File: config.mk
export PLATFORM = sky130hd
export DESIGN_NAME = top_k_count_keeper
export DESIGN_NICKNAME = d
export VERILOG_FILES = /design/src/hdl/tkck_pkg.sv /design/src/hdl/top_k_count_keeper.sv
export SDC_FILE = /design/constraint.sdc
export NUM_CORES = 2
export LEC_CHECK = 0
export BUFFER_PORTS_ARGS = -buffer_cell sky130_fd_sc_hd__buf_2
export CAP_MARGIN = 20
export CORE_UTILIZATION = 26
export DETAILED_ROUTE_END_ITERATION = 8
export PLACE_DENSITY = 0.46
export SLEW_MARGIN = 40
export SYNTH_ARGS = -nofsm -noshare
export SYNTH_HDL_FRONTEND = slang
export SYNTH_SLANG_ARGS = --single-unit
File: constraint.sdc
create_clock -name i_clk -period 5.95 [get_ports i_clk]
set_input_delay 0.8925 -clock i_clk [delete_from_list [all_inputs] [get_ports i_clk]]
set_output_delay 0.8925 -clock i_clk [all_outputs]
set_load 0.02 [all_outputs]
File: src/hdl/tkck_pkg.sv
// Package with the shared constants, types and operation codes of the top-k count keeper.
package tkck_pkg;

    // Number of ranks kept and the widths of the stored fields.
    localparam int TOP_ENTRIES = 10;
    localparam int KEY_BITS    = 24;
    localparam int COUNT_BITS  = 32;
    localparam int RANK_BITS   = 4;
    localparam int OP_BITS     = 2;

    typedef logic [KEY_BITS-1:0]   t_key;
    typedef logic [COUNT_BITS-1:0] t_count;
    typedef logic [RANK_BITS-1:0]  t_rank;
    typedef logic [OP_BITS-1:0]    t_op;

    // Operation codes carried by a command transaction.
    localparam t_op OP_CLEAR = 2'd0;
    localparam t_op OP_OFFER = 2'd1;
    localparam t_op OP_READ  = 2'd2;
    localparam t_op OP_NONE  = 2'd3;

endpackage

File: src/hdl/top_k_count_keeper.sv
// Top level of the top-k count keeper: a sorted list of the highest counted keys.
//
// Usage: a command transaction is taken at each rising edge with start high and
// busy low. busy is always low, so one command can be issued in every cycle.
// i_opcode selects the command: clear sets every stored count to zero, offer
// inserts (i_offered_key, i_offered_count) below all entries with a count at
// least as large and drops the lowest entry (an offer that beats no entry
// is discarded), read returns the pair at rank i_read_rank (0 is the highest
// count; ranks beyond the list return zeros). The unused opcode does nothing.
// Timing: the command is captured in an input register; the next cycle updates
// the list with ten parallel compares and a one-rank shift and, for a read,
// loads the result register. A read result is held on o_ranked_key and
// o_ranked_count with o_valid high for exactly one cycle once it has passed
// the input register and the result register. Throughput is one command per
// cycle, set by the single compare-and-shift stage. Commands take effect in order.
// The receiver cannot stall: it must take each result in its strobe cycle.
// Reset (synchronous, active low) empties the pipeline and sets all counts to
// zero; stored keys are not cleared and are only meaningful once written.
module top_k_count_keeper (
    input  logic                            i_clk,
    input  logic                            i_rst_n,
    input  logic                            start,
    output logic                            busy,
    input  logic [tkck_pkg::OP_BITS-1:0]    i_opcode,
    input  logic [tkck_pkg::KEY_BITS-1:0]   i_offered_key,
    input  logic [tkck_pkg::COUNT_BITS-1:0] i_offered_count,
    input  logic [tkck_pkg::RANK_BITS-1:0]  i_read_rank,
    output logic                            o_valid,
    output logic [tkck_pkg::KEY_BITS-1:0]   o_ranked_key,
    output logic [tkck_pkg::COUNT_BITS-1:0] o_ranked_count
);

    localparam int LAST = tkck_pkg::TOP_ENTRIES - 1;

    // Input register stage.
    logic              r_in_valid;
    tkck_pkg::t_op     r_opcode;
    tkck_pkg::t_key    r_offered_key;
    tkck_pkg::t_count  r_offered_count;
    tkck_pkg::t_rank   r_read_rank;

    // Ranked list.
    tkck_pkg::t_key    r_keys   [tkck_pkg::TOP_ENTRIES];
    tkck_pkg::t_count  r_counts [tkck_pkg::TOP_ENTRIES];
    tkck_pkg::t_key    n_keys   [tkck_pkg::TOP_ENTRIES];
    tkck_pkg::t_count  n_counts [tkck_pkg::TOP_ENTRIES];

    // Result register stage.
    logic              r_out_valid;
    tkck_pkg::t_key    r_out_key;
    tkck_pkg::t_count  r_out_count;
    tkck_pkg::t_key    n_out_key;
    tkck_pkg::t_count  n_out_count;

    logic [tkck_pkg::TOP_ENTRIES-1:0] beat;
    logic                             is_offer;
    logic                             is_clear;
    logic                             is_read;

    // The block never holds a command off.
    assign busy = 1'b0;

    assign is_offer = r_in_valid && (r_opcode == tkck_pkg::OP_OFFER);
    assign is_clear = r_in_valid && (r_opcode == tkck_pkg::OP_CLEAR);
    assign is_read  = r_in_valid && (r_opcode == tkck_pkg::OP_READ);

    // Capture each accepted transaction.
    always_ff @(posedge i_clk) begin
        if (!i_rst_n) begin
            r_in_valid <= 1'b0;
        end else begin
            r_in_valid <= start && !busy;
        end
        r_opcode        <= i_opcode;
        r_offered_key   <= i_offered_key;
        r_offered_count <= i_offered_count;
        r_read_rank     <= i_read_rank;
    end

    // Each rank compares against the offer; since the list is sorted, the first
    // beaten rank takes the offer and every lower beaten rank takes its upper
    // neighbor.
    always_comb begin
        for (int i = 0; i < tkck_pkg::TOP_ENTRIES; i++) begin
            beat[i]     = r_offered_count > r_counts[i];
            n_keys[i]   = r_keys[i];
            n_counts[i] = r_counts[i];
            if (is_clear) begin
                n_counts[i] = '0;
            end else if (is_offer && beat[i]) begin
                if (i == 0) begin
                    n_keys[i]   = r_offered_key;
                    n_counts[i] = r_offered_count;
                end else if (!beat[i-1]) begin
                    n_keys[i]   = r_offered_key;
                    n_counts[i] = r_offered_count;
                end else begin
                    n_keys[i]   = r_keys[i-1];
                    n_counts[i] = r_counts[i-1];
                end
            end
        end
    end

    // Rank select for a read; ranks beyond the list read as zero.
    always_comb begin
        n_out_key   = '0;
        n_out_count = '0;
        for (int i = 0; i < tkck_pkg::TOP_ENTRIES; i++) begin
            if (r_read_rank == tkck_pkg::RANK_BITS'(i)) begin
                n_out_key   = r_keys[i];
                n_out_count = r_counts[i];
            end
        end
    end

    // List storage: counts reset to zero, keys are written before use.
    always_ff @(posedge i_clk) begin
        for (int i = 0; i < tkck_pkg::TOP_ENTRIES; i++) begin
            if (!i_rst_n) begin
                r_counts[i] <= '0;
            end else begin
                r_counts[i] <= n_counts[i];
            end
            r_keys[i] <= n_keys[i];
        end
    end

    // Result register and strobe.
    always_ff @(posedge i_clk) begin
        if (!i_rst_n) begin
            r_out_valid <= 1'b0;
        end else begin
            r_out_valid <= is_read;
        end
        if (is_read) begin
            r_out_key   <= n_out_key;
            r_out_count <= n_out_count;
        end
    end

    assign o_valid        = r_out_valid;
    assign o_ranked_key   = r_out_key;
    assign o_ranked_count = r_out_count;

    // Checks on the list order, clear, out-of-range reads, ignored offers and the result timing.
    logic sorted_ok;
    logic all_zero;

    always_comb begin
        sorted_ok = 1'b1;
        all_zero  = 1'b1;
        for (int i = 0; i < tkck_pkg::TOP_ENTRIES; i++) begin
            if (r_counts[i] != '0) begin
                all_zero = 1'b0;
            end
            if (i > 0) begin
                if (r_counts[i] > r_counts[i-1]) begin
                    sorted_ok = 1'b0;
                end
            end
        end
    end

    a_sorted: assert property (@(posedge i_clk) disable iff (!i_rst_n)
        sorted_ok)
        else $error("ranked counts are out of order");

    a_read_strobe: assert property (@(posedge i_clk) disable iff (!i_rst_n)
        o_valid == $past(is_read))
        else $error("result strobe does not follow a read");

    a_clear: assert property (@(posedge i_clk) disable iff (!i_rst_n)
        is_clear |=> all_zero)
        else $error("clear left a nonzero count");

    a_range: assert property (@(posedge i_clk) disable iff (!i_rst_n)
        is_read && (r_read_rank > tkck_pkg::RANK_BITS'(LAST))
        |=> (o_ranked_key == '0) && (o_ranked_count == '0))
        else $error("out of range read returned data");

    a_ignored: assert property (@(posedge i_clk) disable iff (!i_rst_n)
        is_offer && !beat[LAST] |=> r_counts[LAST] == $past(r_counts[LAST]))
        else $error("an offer that does not beat the last rank changed the list");

endmodule
==> qor.yml <==
finalMaxSlewViolations: 0
clock_sinks: 680
io_buffer_count: 121
outcome: "complete, no violations"
required_ns: 6.56
power_density_nw_per_um2: 278
synth_top_area_cell: "edfxtp_1"
synth.yosys.seq_area_share_pct: 44.3
tightest_slew_ns: 0.942
grt_usage_pct: 19.8
arrival_ns: 5.03
yosys_warnings: 0
grt_pass1_vias: 30200
cts-root-buf: "clkbuf_16"
via_per_inst: 5.25
grt_antenna_before_repair: 7
synthCells: 4026
finalHoldViolCount: 0
critPathKind: "register to register"
timing.setup.tns_ns: 0
async_flop_share_pct: 0
wirelength_um: 147000
grt_pass1_wl_um: 215000
htree_levels: 3
core_sq_um: 142000
postSynthAreaPerCell_sq_um: 9.29
cp_slowest_cell: "a221oi_1"
ctsResizeCount: 0
path_max_fanout: 56
crit_buf_inv: 1
cts_hold_buf: 0
drtIter0Drc: 3255
slew_headroom_pct: 37.2
wl_per_cell_um: 24.4
place_congestion: 0.903
setup_viol: 0
path_cells: "ha_1, a21oi_1, o21ai_0, a221oi_1, o311ai_1, nor3_1, or2_4, buf_6, nand2_1, a31oi_1"
cts-buffers-inserted: 84
synthesis.nets: 4411
critical_path.max_stage_delay_ns: 0.87
skew_ns: 0.0399
synth_top_area_share_pct: 23.8
dp_hpwl_um: 97200
clk_path_buf_depth: 3
grt-ovfl-total: 0
dieArea_sq_um: 145000
hold_class: "input pin to register"
syn_area_sq_um: 37400
synth.most_common_cell: "a21oi_1"
power_w: 0.0121
synthTopCellsByCount: "582 x a21oi_1, 384 x dfxtp_1, 332 x nand2_1"
die_w_um: 381
p_leak_nw: 15.0
antenna_left: 0
start_kind: "register"
io_pins: 123
synth_edf_count: 296
drive_above_1_share_pct: 14.6
num_vias: 31600
timing.fmax_mhz: 227
rows: 138
end_kind: "register"
synth_top_flop_cell: "dfxtp_1"
rsz0062_at_grt: "false"
path_delay_family: "compound AO/OA/AOI/OAI gates"
worstSkewPairLatency_ns: 0.71
die_y_um: 381
path_clk_slew_ns: 0.06
cts_tree: "done"
route.detailed.drc: 0
post_cts_buffers: 0
nets: 4445
cap_violations: 0
ir_worst_vdd_uv: 190
finalCriticalPeriod_ns: 4.41
area_delta_synth_final_pct: 16.0
ys_seq_elements: 680
start_util_pct: 26.3
grt_max_degree: 194
yosys-top-cells-area: "edfxtp_1 24%, dfxtp_1 21%, ha_1 11%"
finalCritPeriodShare_pct: 74.2
firstDrtPassIters: 6
ys_types: 70
## power breakdown
group,switching [W],total (W),internal (W)
Clock,0.00220,0.00532,0.00311
Sequential,0.000139,0.00515,0.00501
Combinational,0.00104,0.00160,0.000561
## flip-flops by register name (all words and copies together), names as in the netlist, 2 cells and up
| register | cells |
|---|---|
| r_offered_key | 24 |
| r_read_rank | 4 |
| r_counts | 320 |
| r_opcode | 2 |
| r_keys | 240 |
| r_offered_count | 32 |
| o_ranked_key | 24 |
| o_ranked_count | 32 |
## worst reg2reg max path: stages (launching register included)
cell	delay, ns
dfxtp_1	0.76
ha_1	0.37
a21oi_1	0.17
o21ai_0	0.22
a221oi_1	0.87
o311ai_1	0.37
nor3_1	0.43
or2_4	0.23
buf_6	0.57
nand2_1	0.15
a31oi_1	0.20
## logic make-up (layout without fill, tap and decap cells)
group                      count (synthesis)  count (layout)  share of synthesized area [%]
and+or+nand+nor                          831             831                           9.65
other                                      1               2                         0.0100
DFF                                      680             680                           44.3
AOI/OAI and AO/OA                       1327            1327                           21.1
muxes                                    262             262                           7.65
buffers and inverters                    605             708                           6.59
adders and majority gates                320             320                           10.7
## final cells by class
| type | instances | area [sq um] |
|---|---|---|
| Multi-Input combinational cell | 2741 | 18700 |
| Sequential cell | 680 | 16600 |
| Clock buffer | 127 | 2490 |
| Clock inverter | 28 | 303 |
| Tap cell | 1890 | 2360 |
| Antenna cell | 1 | 2.50 |
| Fill cell | 14900 | 98700 |
| Timing Repair Buffer | 232 | 1800 |
| Inverter | 321 | 1200 |
## path summary, 6_finish.rpt
path	startpoint	end	slack [ns]	depth (start not counted)
min reg2reg	r_counts[0][8]	r_counts[0][8]	0.50	2
min	i_offered_count[21]	r_offered_count[21]	0.30	1
max reg2reg	r_offered_count[27]	r_counts[3][28]	1.54	10
max	r_offered_count[27]	r_counts[3][28]	1.54	10
## metrics by stage
step           util [%]  area, sq um  hold WS, ns  cells  worst slack [ns]
2_1_floorplan         -        37400        0.460   4026              2.44
3_3_place_gp       28.3        40200        0.479   5849              1.25
3_5_place_dp       28.5        40500        0.488   5861              1.44
4_1_cts            30.5        43300        0.251   6016              1.42
5_1_grt            30.5        43400        0.265   6020              1.39
6_report           30.5        43400        0.299   6020              1.54
## layout by cell type (no fill, tap or decap), types with 17 or more instances in the layout
cell and n:
a211oi_1 45, nand4_1 66, a31oi_1 38, a21oi_1 581
mux2_2 192, o221ai_1 17, a221oi_1 48, o211ai_1 23
clkbuf_16 90, clkbuf_1 26, a22oi_1 122, ha_1 320
o21ai_0 323, buf_2 123, inv_1 321, nand3_1 55
dfxtp_1 381, a41oi_1 17, buf_4 79, mux2i_1 70
a222oi_1 33, nor2_1 271, nand2_1 330, edfxtp_1 296
## metal layers
layer  global-route usage [%]  part of all wire (%)  vias to the layer above
met5                        0                     0                        -
met4                     5.91                   2.9                        0
met3                     2.78                   5.6                      187
met2                     31.2                    45                     1021
met1                     27.8                    46                    15600
li1                         -                     -                    14800
No activity file was read; power rests on OpenSTA's default activity.
